$ cat config.mk
export PLATFORM = sky130hd
export DESIGN_NAME = button_debounce_long_press_core
export DESIGN_NICKNAME = d
export VERILOG_FILES = /design/src/rtl/bdlp_pkg.sv /design/src/rtl/button_debounce_long_press_core.sv
export SDC_FILE = /design/constraint.sdc
export NUM_CORES = 1
export LEC_CHECK = 0
export BUFFER_PORTS_ARGS = -buffer_cell sky130_fd_sc_hd__buf_2
export CAP_MARGIN = 25
export CORE_MARGIN = 2
export CORE_UTILIZATION = 28
export CTS_CLUSTER_SIZE = 40
export DETAILED_ROUTE_END_ITERATION = 10
export GPL_TIMING_DRIVEN = 0
export SYNTH_ARGS = -nofsm -noshare
export SYNTH_HDL_FRONTEND = slang
export SYNTH_SLANG_ARGS = --single-unit
$ cat constraint.sdc
create_clock -name clk_i -period 8.7 [get_ports clk_i]
set_input_delay 2.175 -clock clk_i [delete_from_list [all_inputs] [get_ports clk_i]]
set_output_delay 2.175 -clock clk_i [all_outputs]
set_load 0.05 [all_outputs]
$ cat src/rtl/bdlp_pkg.sv
// ----------------------------------------------------------------------------
// bdlp_pkg: shared constants and types of the button debouncer
// Register map codes, register widths and reset values used by the core.
// ----------------------------------------------------------------------------
package bdlp_pkg;

  // Width of the long-press reload register as seen on the register port.
  localparam int unsigned TicksRegWidth = 16;

  // Reset value of the long-press reload register and of the hold counter.
  localparam logic [31:0] LongTicksReset = 32'd300;

  // Width of the register port data bus.
  localparam int unsigned RegDataWidth = 32;

  // Width of the register port address bus (two word registers).
  localparam int unsigned RegAddrWidth = 3;

  // Register index, taken from the word address.
  typedef enum logic {
    REG_LONG_TICKS    = 1'b0,
    REG_PRESSED_LEVEL = 1'b1
  } cfg_reg_e;

endpackage : bdlp_pkg

$ cat src/rtl/button_debounce_long_press_core.sv
// ----------------------------------------------------------------------------
// button_debounce_long_press_core: three-sample debouncer with long press
// Each input transaction carries one sample tick of the raw button levels,
// together with acknowledge masks for the sticky press and long-press flags.
// A button's level is accepted once three successive samples agree; a stable
// change to the pressed level sets its press flag and reloads a hold counter
// that is shared by all buttons, and every stable held button decrements that
// counter in button index order, raising its long-press flag when it reaches
// zero. Every tick produces exactly one result transaction holding the flags
// and accepted levels after the update. An item passes one input register
// and one update into the state registers, and a new item is taken every
// cycle while the result side does not stall; the update of the shared hold
// counter is chained through the buttons and sets the throughput. The two
// registers sit at byte addresses 0 (long-press ticks) and 4 (pressed level);
// the user must write them only while idle, as the core does not enforce it.
// ----------------------------------------------------------------------------
module button_debounce_long_press_core
  import bdlp_pkg::*;
#(
  parameter int unsigned NUM_BUTTONS = 4,
  parameter int unsigned COUNT_WIDTH = 16
) (
  input  logic                    clk_i,
  input  logic                    rst_ni,

  // Sample tick input channel
  input  logic                    in_valid_i,
  output logic                    in_stall_o,
  input  logic [NUM_BUTTONS-1:0]  raw_levels_i,
  input  logic [NUM_BUTTONS-1:0]  clear_press_i,
  input  logic [NUM_BUTTONS-1:0]  clear_long_i,

  // Result channel
  output logic                    out_valid_o,
  input  logic                    out_stall_i,
  output logic [NUM_BUTTONS-1:0]  press_flags_o,
  output logic [NUM_BUTTONS-1:0]  long_flags_o,
  output logic [NUM_BUTTONS-1:0]  stable_levels_o,

  // Register port
  input  logic                    psel,
  input  logic                    penable,
  input  logic                    pwrite,
  input  logic [RegAddrWidth-1:0] paddr,
  input  logic [RegDataWidth-1:0] pwdata,
  output logic [RegDataWidth-1:0] prdata,
  output logic                    pready
);

  // Reset value of the hold counter, masked to the counter width.
  localparam logic [COUNT_WIDTH-1:0] HoldReset = LongTicksReset[COUNT_WIDTH-1:0];

  // Configuration registers
  logic [TicksRegWidth-1:0] long_ticks_q;
  logic                     pressed_level_q;
  logic                     reg_write;
  cfg_reg_e                 reg_sel;

  // Input register
  logic                     s1_valid_q;
  logic [NUM_BUTTONS-1:0]   raw_q;
  logic [NUM_BUTTONS-1:0]   clr_press_q;
  logic [NUM_BUTTONS-1:0]   clr_long_q;

  // Debounce state, which also serves as the result register
  logic                     out_valid_q;
  logic [NUM_BUTTONS-1:0]   oldest_q, oldest_d;
  logic [NUM_BUTTONS-1:0]   middle_q, middle_d;
  logic [NUM_BUTTONS-1:0]   newest_q, newest_d;
  logic [NUM_BUTTONS-1:0]   accepted_q, accepted_d;
  logic [NUM_BUTTONS-1:0]   press_q, press_d;
  logic [NUM_BUTTONS-1:0]   long_q, long_d;
  logic [COUNT_WIDTH-1:0]   hold_q, hold_d;

  // Handshake and datapath helpers
  logic                     in_take;
  logic                     out_take;
  logic                     res_free;
  logic                     advance;
  logic [31:0]              ticks_ext;
  logic [COUNT_WIDTH-1:0]   reload;
  logic [NUM_BUTTONS-1:0]   pressed_mask;

  // Register port: always ready, index taken from the word address.
  assign pready    = 1'b1;
  assign reg_sel   = cfg_reg_e'(paddr[2]);
  assign reg_write = psel & penable & pwrite & pready;

  always_ff @(posedge clk_i or negedge rst_ni) begin
    if (!rst_ni) begin
      long_ticks_q    <= LongTicksReset[TicksRegWidth-1:0];
      pressed_level_q <= 1'b0;
    end else if (reg_write) begin
      unique case (reg_sel)
        REG_LONG_TICKS:    long_ticks_q    <= pwdata[TicksRegWidth-1:0];
        REG_PRESSED_LEVEL: pressed_level_q <= pwdata[0];
        default: ;
      endcase
    end
  end

  // Register read-back.
  always_comb begin
    prdata = '0;
    unique case (reg_sel)
      REG_LONG_TICKS:    prdata = RegDataWidth'(long_ticks_q);
      REG_PRESSED_LEVEL: prdata = RegDataWidth'(pressed_level_q);
      default:           prdata = '0;
    endcase
  end

  // Flow control: the result register frees up when its transaction leaves.
  assign out_take   = out_valid_q & ~out_stall_i;
  assign res_free   = ~out_valid_q | ~out_stall_i;
  assign advance    = s1_valid_q & res_free;
  assign in_stall_o = s1_valid_q & ~res_free;
  assign in_take    = in_valid_i & ~in_stall_o;

  // Input register.
  always_ff @(posedge clk_i or negedge rst_ni) begin
    if (!rst_ni) begin
      s1_valid_q <= 1'b0;
    end else if (in_take) begin
      s1_valid_q <= 1'b1;
    end else if (advance) begin
      s1_valid_q <= 1'b0;
    end
  end

  always_ff @(posedge clk_i) begin
    if (in_take) begin
      raw_q       <= raw_levels_i;
      clr_press_q <= clear_press_i;
      clr_long_q  <= clear_long_i;
    end
  end

  // Reload value, zero-extended or truncated to the counter width.
  assign ticks_ext = 32'(long_ticks_q);
  assign reload    = ticks_ext[COUNT_WIDTH-1:0];

  // Buttons whose accepted level is the pressed level.
  assign pressed_mask = pressed_level_q ? accepted_q : ~accepted_q;

  // Debounce update. The shared counter is passed through the buttons in
  // index order, so a lower button's reload or decrement is seen by the next.
  always_comb begin
    logic a_bit;
    logic b_bit;
    logic c_bit;
    press_d    = press_q & ~clr_press_q;
    long_d     = long_q & ~clr_long_q;
    oldest_d   = middle_q;
    middle_d   = newest_q;
    newest_d   = raw_q;
    accepted_d = accepted_q;
    hold_d     = hold_q;
    for (int i = 0; i < NUM_BUTTONS; i++) begin
      a_bit = middle_q[i];
      b_bit = newest_q[i];
      c_bit = raw_q[i];
      if ((a_bit == b_bit) && (b_bit == c_bit)) begin
        if (accepted_q[i] != c_bit) begin
          accepted_d[i] = c_bit;
          if (c_bit == pressed_level_q) begin
            press_d[i] = 1'b1;
            hold_d     = reload;
          end
        end else if (c_bit == pressed_level_q) begin
          hold_d = hold_d - COUNT_WIDTH'(1);
          if (hold_d == '0) begin
            long_d[i] = 1'b1;
            hold_d    = reload;
          end
        end
      end
    end
  end

  // State and result register, updated once per item.
  always_ff @(posedge clk_i or negedge rst_ni) begin
    if (!rst_ni) begin
      out_valid_q <= 1'b0;
      oldest_q    <= '1;
      middle_q    <= '1;
      newest_q    <= '1;
      accepted_q  <= '1;
      press_q     <= '0;
      long_q      <= '0;
      hold_q      <= HoldReset;
    end else begin
      if (advance) begin
        out_valid_q <= 1'b1;
        oldest_q    <= oldest_d;
        middle_q    <= middle_d;
        newest_q    <= newest_d;
        accepted_q  <= accepted_d;
        press_q     <= press_d;
        long_q      <= long_d;
        hold_q      <= hold_d;
      end else if (out_take) begin
        out_valid_q <= 1'b0;
      end
    end
  end

  assign out_valid_o     = out_valid_q;
  assign press_flags_o   = press_q;
  assign long_flags_o    = long_q;
  assign stable_levels_o = accepted_q;

  // The input side only stalls with both stages full.
  assert property (@(posedge clk_i) disable iff (!rst_ni)
    in_stall_o |-> (s1_valid_q && out_valid_q))
    else $error("input stalled while a stage is free");

  // Every update produces a result transaction.
  assert property (@(posedge clk_i) disable iff (!rst_ni)
    advance |=> out_valid_q)
    else $error("update without a result");

  // With a nonzero reload the counter never rests at zero after an update.
  assert property (@(posedge clk_i) disable iff (!rst_ni)
    (advance && (reload != '0)) |=> (hold_q != '0))
    else $error("hold counter left at zero");

  // A newly raised long-press flag belongs to a button held pressed.
  assert property (@(posedge clk_i) disable iff (!rst_ni)
    advance |=> ((long_q & ~$past(long_q) & ~pressed_mask) == '0))
    else $error("long press raised for a released button");

endmodule : button_debounce_long_press_core

# Yosys cells after proc, flatten, opt, wreduce, memory -nomap -nowiden
# Index checks and enable logic that the tools add are counted.
[totals] ff_bits=67 latch_bits=0 ramBits=0 romBits=0 input_bits=54 output_inout_bits=47 wordCells=121 memories=0
[classes] addsub=4 n_mul=0 n_div=0 n_lt_le_gt_ge=0 eq_ne=16 n_shift=0 mux=53 bitwise_logic=16 reduce_logical=16
[op_table] op="two-way mux 16 bit" count=20
[op_table] op="logical NOT 16 bit" count=4
[op_table] op="case mux 32 bit (2 select lines)" count=1
[op_table] op="subtractor 16 x 1 -> 16 bit, second input constant" count=4
[op_table] op="two-way mux 1 bit" count=32
[op_table] op="equality test 1 bit" count=12
[op_table] op="AND reduction 3 bit" count=4
[op_table] op="AND 4 bit" count=2
[op_table] op="inverter 4 bit" count=2
[op_table] op="AND 1 bit" count=6
[op_table] op="inverter 1 bit" count=5
[op_table] op="logical AND 1 bit" count=4
[op_table] op="!= test 1 bit" count=4
[op_table] op="AND reduction 2 bit" count=2
[op_table] op="nonzero test 2 bit" count=2
[op_table] op="bitwise OR 1 bit" count=1

# Longest topological paths before layout
# Gate-level depths: netlist (run 1).
[logic_depth] word_depth=24 mapped_depth=46 depth_no_buf=39

# Worst setup path after synthesis (run 1)
# OpenSTA, ideal clock, no wires.
[synth_path] kind="flip-flop to flip-flop" from="register hold_q[1]" to="register hold_q[0]" setup_time_ns=0.111 arrival_ns=8.883 required_time_ns=8.589 setup_slack_ns=-0.294 path_stages_with_launch=45 period_less_slack_ns=8.994 cell_sequence="dfrtp_1 clkbuf_1 inv_1 ha_1 or4b_4 buf_6 or3_1 and3_4 o211a_1 buf_6 buf_6 nand4_1 and2_1 inv_1 ha_1 nand3_1 a41oi_1 or4_4 [9 not listed] ha_1 nand2_1 a31oi_1 nand4_1 xnor2_1 nor3_1 nand4_1 nor3_2 mux2i_1 ha_1 nand4_1 nor4_1 a222oi_1 a211oi_2 nand4_4 mux2_2 nand2_1 a222oi_1"
[synth_via] elab_chain_len=24 elab_cells_between_ends=28 classes_between="4 x add/sub; 20 x mux; 4 x reduce/logical"
[synth_lines] element="start, declared" line_no="button_debounce_long_press_core.sv:73" rtl="logic [COUNT_WIDTH-1:0] hold_q, hold_d;"
[synth_lines] element="start signal, assigned" line_no="button_debounce_long_press_core.sv:190" rtl="hold_q <= HoldReset;"
[synth_lines] element="start signal, assigned" line_no="button_debounce_long_press_core.sv:200" rtl="hold_q <= hold_d;"
[synth_lines] element="subtractor 16 x 1 -> 16 bit" line_no="button_debounce_long_press_core.sv:170" rtl="hold_d = hold_d - COUNT_WIDTH'(1);"
[synth_lines] element="logical NOT 16 bit" line_no="button_debounce_long_press_core.sv:171" rtl="if (hold_d == '0) begin"
[synth_lines] element="two-way mux 16 bit" line_no="button_debounce_long_press_core.sv:171"
[synth_lines] element="two-way mux 16 bit" line_no="button_debounce_long_press_core.sv:169" rtl="end else if (c_bit == pressed_level_q) begin"
[synth_lines] element="two-way mux 16 bit" line_no="button_debounce_long_press_core.sv:163" rtl="if (accepted_q[i] != c_bit) begin"
[synth_lines] element="two-way mux 16 bit *" line_no="button_debounce_long_press_core.sv:162" rtl="if ((a_bit == b_bit) && (b_bit == c_bit)) begin"
[synth_lines] element="subtractor 16 x 1 -> 16 bit" line_no="button_debounce_long_press_core.sv:170"
[synth_lines] element="logical NOT 16 bit" line_no="button_debounce_long_press_core.sv:171"
[synth_lines] element="[8 not listed]"
[synth_lines] element="two-way mux 16 bit" line_no="button_debounce_long_press_core.sv:163"
[synth_lines] element="two-way mux 16 bit *" line_no="button_debounce_long_press_core.sv:162"
[synth_lines] element="subtractor 16 x 1 -> 16 bit" line_no="button_debounce_long_press_core.sv:170"
[synth_lines] element="logical NOT 16 bit" line_no="button_debounce_long_press_core.sv:171"
[synth_lines] element="two-way mux 16 bit" line_no="button_debounce_long_press_core.sv:171"
[synth_lines] element="two-way mux 16 bit" line_no="button_debounce_long_press_core.sv:169"
[synth_lines] element="two-way mux 16 bit" line_no="button_debounce_long_press_core.sv:163"
[synth_lines] element="two-way mux 16 bit *" line_no="button_debounce_long_press_core.sv:162"
# Mark *: on every way between the ends. The rest lies on a longest branch, timed or not.
# A chain may end at the register's enable or synchronous reset.

# Worst setup path in the final report (run 1)
[layout_path] from="register hold_q[1]" to="register hold_q[1]"
# Same word-level chain as after synthesis.

==> summary.md, run 1 <==
| Metric | Value |
|---|---|
| Worst-path maximum fanout | 6 |
| Overall power | between 0.003 and 0.004 W |
| Top-area cell type share of the netlist area | 10.8% |
| Final Critical Period | about 8900 ps |
| Yosys warnings | 0 |
| RSZ-0062 raised after global routing | true |
| GP Congestion | ~1 |
| Setup TNS | -2380 ps |
| R2R depth | 45 |
| # nets final | about 1300 |
| Worst Setup Start Kind | flip-flop |
| Top Layer Used | met4 |
| CTS H-tree lvls | 3 |
| Yosys top cell by area | dfrtp_1 |
| DRC Markers | 0 |
| Setup CP Type | reg -> reg |
| Worst rel slew slack | roughly 30% |
| Main area contributors after synthesis | dfrtp_1, dfstp_2, nand2_1 |
| Clk_skew | approximately 18 ps |
| Worst skew pair latency | 360 ps |
| Status | finished, violations left |
| DIE HEIGHT | 174 um |
| Hold Vio Cnt, Final | 0 |
| Final setup violation count | 15 |
| Min-Delay Endpoint | middle_q[1] |
| CP arrival | 9160 ps |
| Hold Crit Class | reg -> reg |
| CP dominant cell by count | buf_6 |
| Register area share after synthesis | between 20% and 30% |
| Post-synth top cells | nand2_1, nor2_1, o21ai_0 |
| Sequential Area | approximately 1800 um2 |
| FF-to-FF End | hold_q[1] |
| Syn Inst Count | between 1000 and 1500 |
| CTS root buffer | clkbuf_16 |
| Die W | around 170 um |
| M1 WL | 15400 um |
| Placeable Area | ~29000 um2 |
| Routed Antenna Nets | 0 |
| Total Routing Usage GR | between 20% and 30% |
| Multi-input logic area | around 6300 um2 |
| P_leak | between 3 and 4 nW |
| Vias per Instance | roughly 6.0 |
| Initial antenna violation count | 0 |
| # diodes | 0 |
| Max Slew Vio Count | 0 |
| Detailed placer's ending HPWL | roughly 27000 um |
| Hold Worst Slack | 468 ps |
| Filler cell count | about 3000 |
| Gr ovfl total | 0 |
| Synth cell types | 108 |
| Hold path depth | 2 |
| Crit-path max cell delay | ~610 ps |
| Slowest stage cell, crit path | or4_4 |
| Final worst path period share | 103% |
| Buffers on Ports | between 60 and 70 |
| Origin of the critical flop-to-flop path | hold_q[1] |
| WL per Instance | between 20 and 25 um |
| Initial cell density of the core | between 20 and 30% |
| Post-Syn Area | ~8100 um2 |
| Io pins | 101 |
| Area growth, synth to finish | 27.9% |
| CTS tree | yes |
| Post-synth EDFFs | 12 |
| Routed wire length | about 37000 um |
| Reg clk slew, reported paths | roughly 60 ps |
| Metal3 WL | ~3700 um |
| Fin util | a little over a third |
| CP Data Required Time | 8940 ps |
| Synth Register Bits | 67 |
| CTS Hold Bufs | 0 |
| Pin count of the biggest net entering global routing | 37 |
| Number of CTS-inserted buffers | 9 |
| DR pass1 iterations | 6 |
| Die footprint | just over 30000 um2 |
| Number of vias after detailed routing | slightly below 10000 |
| DR iter-0 viols | between 1000 and 1500 |
| Ratio of cells with drive above 1 in the final layout | between 20 and 30% |
| VDD IR max | approximately 0.13 mV |
| Async set or reset register ratio after synthesis | 82.1% |
| Slew at the pin closest to its max-slew limit | around 1100 ps |
| CP endpoint kind | flip-flop |
| Final WS setup | -221 ps |
| MaxCap Viol Count | 0 |
| WL met2 | roughly 17000 um |
| CTS Buffer Depth | 2 |
| First-pass GRT wire length | between 50000 and 60000 um |
| P per Cell Area | roughly 330 nW/um2 |
| Mean Syn Cell Area | about 7.6 um2 |
| Fmax | between 0.1 and 0.15 GHz |
| Failing checks | setup timing |
| Hold_sp | middle_q[1] |
| Num rows | slightly above 60 |
| Reg2Reg Setup Slack | -220 ps |
| Most frequent cell after synthesis | nand2_1 |
| Vias in the first global route | 9123 |
| Top_reg_cell synth | dfrtp_1 |
| Clock sink count | 67 |
-- placed cells by master (no fill, tap or decap), types with 11 or more instances in the layout --
cell type  Yosys  layout
edfxtp_1      12      12
buf_4         18      88
nor3_1        29      20
nand3_1       36      34
mux2_2        20      19
a31oi_1       15      11
inv_1         22      17
nand4_1       15      15
nand2b_1      14      14
xnor2_1       17      15
nor2_1        83      83
a21oi_1       64      58
o211ai_1      14      14
or3_1         16      14
o21a_1        13      13
clkbuf_1      59      54
nand2_1      128     127
and2_1        18      17
dfrtp_1       35      33
buf_6          7      15
nor2b_1       15      15
nor4_1        14      11
dfstp_2       20      20
o21ai_0       78      73
buf_2          8      73
conb_1         2      17
o31ai_1       16      15
or2_2         12      12
-- timing repair --
item	4_1_cts	5_1_grt
buffers inserted	66	12
resized for setup	66	37
cloned	1	0
pin swaps	36	24
setup endpoints to repair	17	17
-- registers in the layout, indices dropped and copies added (netlist names) --
register         count
pressed_level_q      1
long_flags_o         4
long_ticks_q        16
press_flags_o        4
middle_q             4
hold_q              16
out_valid_o          1
newest_d             4
clr_long_q           4
stable_levels_o      4
s1_valid_q           1
middle_d             4
clr_press_q          4
-- through the flow --
step	cells	setup slack [ps]	instance area [um2]
global placement	1533	-2410	9010
finish	1624	-221	10300
detailed placement	1535	-2310	9030
floorplan	1084	6.50	8200
CTS	1612	-59.5	10100
global route	1624	-521	10300
-- cells by family after synthesis --
| logic type | synth area share, % |
|---|---|
| compound gates | 32.2 |
| xor+xnor | 3.13 |
| fa+ha+maj | 1.24 |
| buf+inv | 7.19 |
| flops | 21.8 |
| mux | 4.15 |
| other cells | 0.0930 |
| simple gates | 30.2 |
-- how the worst max path moves through the flow --
| stage | start | endpoint | slack, ps | cells after the start |
|---|---|---|---|---|
| 2_1_floorplan | hold_q[1] | hold_q[0] | 7 | 44 |
| 3_3_place_gp | hold_q[1] | hold_q[4] | -2410 | 43 |
| 3_5_place_dp | hold_q[1] | hold_q[4] | -2310 | 39 |
| 4_1_cts | hold_q[1] | hold_q[0] | -60 | 44 |
| 5_1_grt | hold_q[1] | hold_q[8] | -520 | 43 |
| 6_report | hold_q[1] | hold_q[1] | -220 | 45 |
-- report_power, final --
part	internal [W]	total, W	leakage (nW)	switching [W]
clock network	0.000192	0.000340	0.125	0.000149
registers	0.000420	0.000520	0.747	0.0000998
logic	0.000880	0.00255	3.05	0.00167
-- area by class of cell --
| cell class | instances | share of cell area [%] |
|---|---|---|
| multi-input cells | 897 | 60.6 |
| flip-flops and latches | 67 | 17.1 |
| repair buffers | 146 | 9.54 |
| plain buffers | 91 | 4.69 |
| well taps | 384 | 4.65 |
| clock buffers | 11 | 2.25 |
| inverters | 23 | 0.884 |
| clock inverters | 5 | 0.291 |
-- layer usage --
| layer | vias up | global-route usage [%] |
|---|---|---|
| met5 | - | 0 |
| met4 | 0 | 10.7 |
| met3 | 107 | 5.07 |
| met2 | 590 | 37.3 |
| met1 | 4760 | 32.4 |
| li1 | 4343 | - |
-- worst max-delay path, delay by kind of cell, from the launching register on --
kind                       cells  cell delay [ps]
and+or+nand+nor               20             4400
AOI/OAI and AO/OA             10             1860
buffers and inverters         10             1250
adders and majority gates      4              640
DFF                            1              460
xor gates and xnor gates       1              210
Note: power is estimated with default switching activity, not from simulation.
==> run 2: changes to the inputs <==
RECOVER_POWER = 25   (was default)
==> run 2 against run 1 <==
Effect of this change:
- critical path type unchanged
- fmax shrank 0.31%
- the flow finishes with violations (capacitance limit, slew limit, setup timing)
- via count shrank 0.40%
- clock skew grew 2.5 ps
- hold slack is essentially flat
==> summary.md, run 2 (synthesis gave the netlist of run 1 again) <==
| Metric | Value |
|---|---|
| Gr ovfl total | 0 (unchanged) |
| Io pins | 101 (unchanged) |
| CP endpoint kind | flip-flop |
| Final worst path period share | 103% (+0.32 points) |
| Number of CTS-inserted buffers | 9 (unchanged) |
| # nets final | 1297 (unchanged) |
| Most frequent cells in the layout | nand2_1, buf_4, nor2_1 |
| Crit-path max cell delay | 510 ps (-100 ps) |
| Failing checks | capacitance limit, slew limit, setup timing |
| Detailed placer's ending HPWL | 27300 um (unchanged) |
| M1 WL | 15600 um (+1.4%) |
| Largest regs | hold_q: 16 flops, long_ticks_q: 16 flops |
| Number of vias after detailed routing | 9761 (-0.40%) |
| Top Layer Used | met4 |
| Sw Ratio | 56.2% (about the same) |
| Initial antenna violation count | 0 (unchanged) |
| CP arrival | 9190 ps (+30 ps) |
| CP Data Required Time | 8940 ps (about the same) |
| RSZ-0062 raised after global routing | true |
| Slowest stage cell, crit path | or4b_4 |
| Ratio of cells with drive above 1 in the final layout | 29.0% (-0.24 points) |
| Setup CP Type | reg -> reg |
| CP dominant cell by count | buf_6 |
| DR iter-0 viols | 1304 (-6.3%) |
| CTS Hold Bufs | 0 (unchanged) |
| Max Slew Vio Count | 37 (+37) |
| Sequential Area | 1760 um2 (unchanged) |
| Hold Crit Class | reg -> reg |
| Final setup violation count | 15 (unchanged) |
| WL per Instance | 23.0 um (+0.20%) |
| CTS H-tree lvls | 3 (unchanged) |
| Fin util | 36.1% (-0.066 points) |
| Die footprint | 30200 um2 (unchanged) |
| Area growth, synth to finish | 27.7% |
| GP Congestion | 1.00 (unchanged) |
| First-pass GRT wire length | 56000 um (unchanged) |
| Clock sink count | 67 (unchanged) |
| Initial cell density of the core | 28.3% (unchanged) |
| CTS root buffer | clkbuf_16 |
| Final WS setup | -249 ps (-28.2 ps) |
| Clock share of power | 10.0% (about the same) |
| DRC Markers | 0 (unchanged) |
| # diodes | 0 (unchanged) |
| Die W | 174 um (unchanged) |
| CTS tree | yes |
| MaxCap Viol Count | 1 (+1) |
| CTS Buffer Depth | 2 (unchanged) |
| Buffers on Ports | 65 (unchanged) |
| Reg clk slew, reported paths | 60 ps (about the same) |
| Filler cell count | 3045 (+0.13%) |
| Worst skew pair latency | 360 ps (about the same) |
| Vias per Instance | 6.01 (-0.40%) |
| P per Cell Area | 330 nW/um2 (about the same) |
| Slew at the pin closest to its max-slew limit | 2240 ps (+1190 ps) |
| Combinational power share | 74.8% (about the same) |
| Commonest non-fill, non-tap cell in the layout | nand2_1 |
| Routed Antenna Nets | 0 (unchanged) |
| Worst-path maximum fanout | 7 (+1) |
| Vias in the first global route | 9123 (unchanged) |
| Routed wire length | 37300 um (+0.20%) |
| Hold Worst Slack | 467 ps (-0.357 ps) |
| Multi-input logic area | 6260 um2 (unchanged) |
| DR pass1 iterations | 7 (+1) |
| Hold Vio Cnt, Final | 0 (unchanged) |
| Placeable Area | 28500 um2 (unchanged) |
| P_int | 0.00149 W (about the same) |
| Pin count of the biggest net entering global routing | 37 (unchanged) |
| Placed instance count | 1535 (unchanged) |
| WL met2 | 16400 um (-0.40%) |
| Fmax | 0.112 GHz (-0.31%) |
| Clk_skew | 20.8 ps (+2.53 ps) |
| P_leak | 3.91 nW (-0.35%) |
| Final Critical Period | 8950 ps (+28.2 ps) |
| Total Routing Usage GR | 24.1% (unchanged) |
| Worst rel slew slack | -49.1% (-79 points) |
| Num rows | 62 (unchanged) |
| VDD IR max | 0.130 mV (-0.74%) |
| Switching pwr | 0.00192 W (-0.10%) |
| Reg power frac | 15.3% (about the same) |
| Status | finished, violations left |
| Metal3 WL | 3600 um (-3.0%) |
| DIE HEIGHT | 174 um (unchanged) |
| Overall power | 0.00341 W (about the same) |
| Worst Setup Start Kind | flip-flop |
| Final instance count without filler cells | 1624 (unchanged) |
-- run 2: cell types whose count changed in the layout (fill, tap and decap cells not counted), sizes merged --
cell / change
buf: -3
clkbuf: +3
-- run 2: power groups by stage --
stage | Sequential (W) | Clock [W] | Combinational [W]
2_1_floorplan | 0.000523 | 0 | 0.00148
3_3_place_gp | 0.000509 | 0 | 0.00215
3_5_place_dp | 0.000510 | 0 | 0.00214
4_1_cts | 0.000514 | 0.000344 | 0.00238
5_1_grt | 0.000527 | 0.000359 | 0.00269
6_report | 0.000520 | 0.000340 | 0.00255
-- run 2: per-stage QoR --
step | setup TNS [ps] | area [um2] | worst slack [ps]
finish | -2770 | 10300 | -249
global route | -6780 | 10300 | -521
CTS | -283 | 10100 | -59.5
detailed placement | -37030 | 9030 | -2310
global placement | -38370 | 9010 | -2410
floorplan | 0 | 8200 | 6.50
-- run 2: final timing paths --
kind | from | end | slack, ps | depth (start not counted)
max | hold_q[1] | hold_q[1] | -250 | 40
min | middle_q[1] | middle_q[1] | 470 | 2
max reg2reg | hold_q[1] | hold_q[1] | -250 | 40
min reg2reg | middle_q[1] | middle_q[1] | 470 | 2
max in group asynchronous | rst_ni | hold_q[0] | 3840 | 2
min in group asynchronous | rst_ni | long_ticks_q[14] | 2030 | 1
-- run 2: layer usage --
metal,up-vias,track usage (%)
met2,621,37.3
met4,0,10.7
met3,110,5.07
met1,4694,32.4
li1,4336,-
met5,-,0
-- run 2: what timing repair did --
item	4_1_cts	5_1_grt
gates resized for setup	66	37
setup endpoints to repair	17	17
gates cloned	1	0
buffers inserted	66	12
pin swaps	36	24
-- run 2: final cells by class --
cell class	count	area share [%]
multi-input cells	897	60.7
flip-flops and latches	67	17.1
repair buffers	146	9.38
plain buffers	91	4.69
well taps	384	4.66
clock buffers	11	2.26
inverters	23	0.885
clock inverters	5	0.291
-- run 2: worst max-delay path: cells and delay by family (launching register included) --
family	cells	cell delay (ps)
AOI/OAI and AO/OA	14	3460
and+or+nand+nor	13	3080
buffers and inverters	10	1360
adders and majority gates	3	470
DFF	1	460
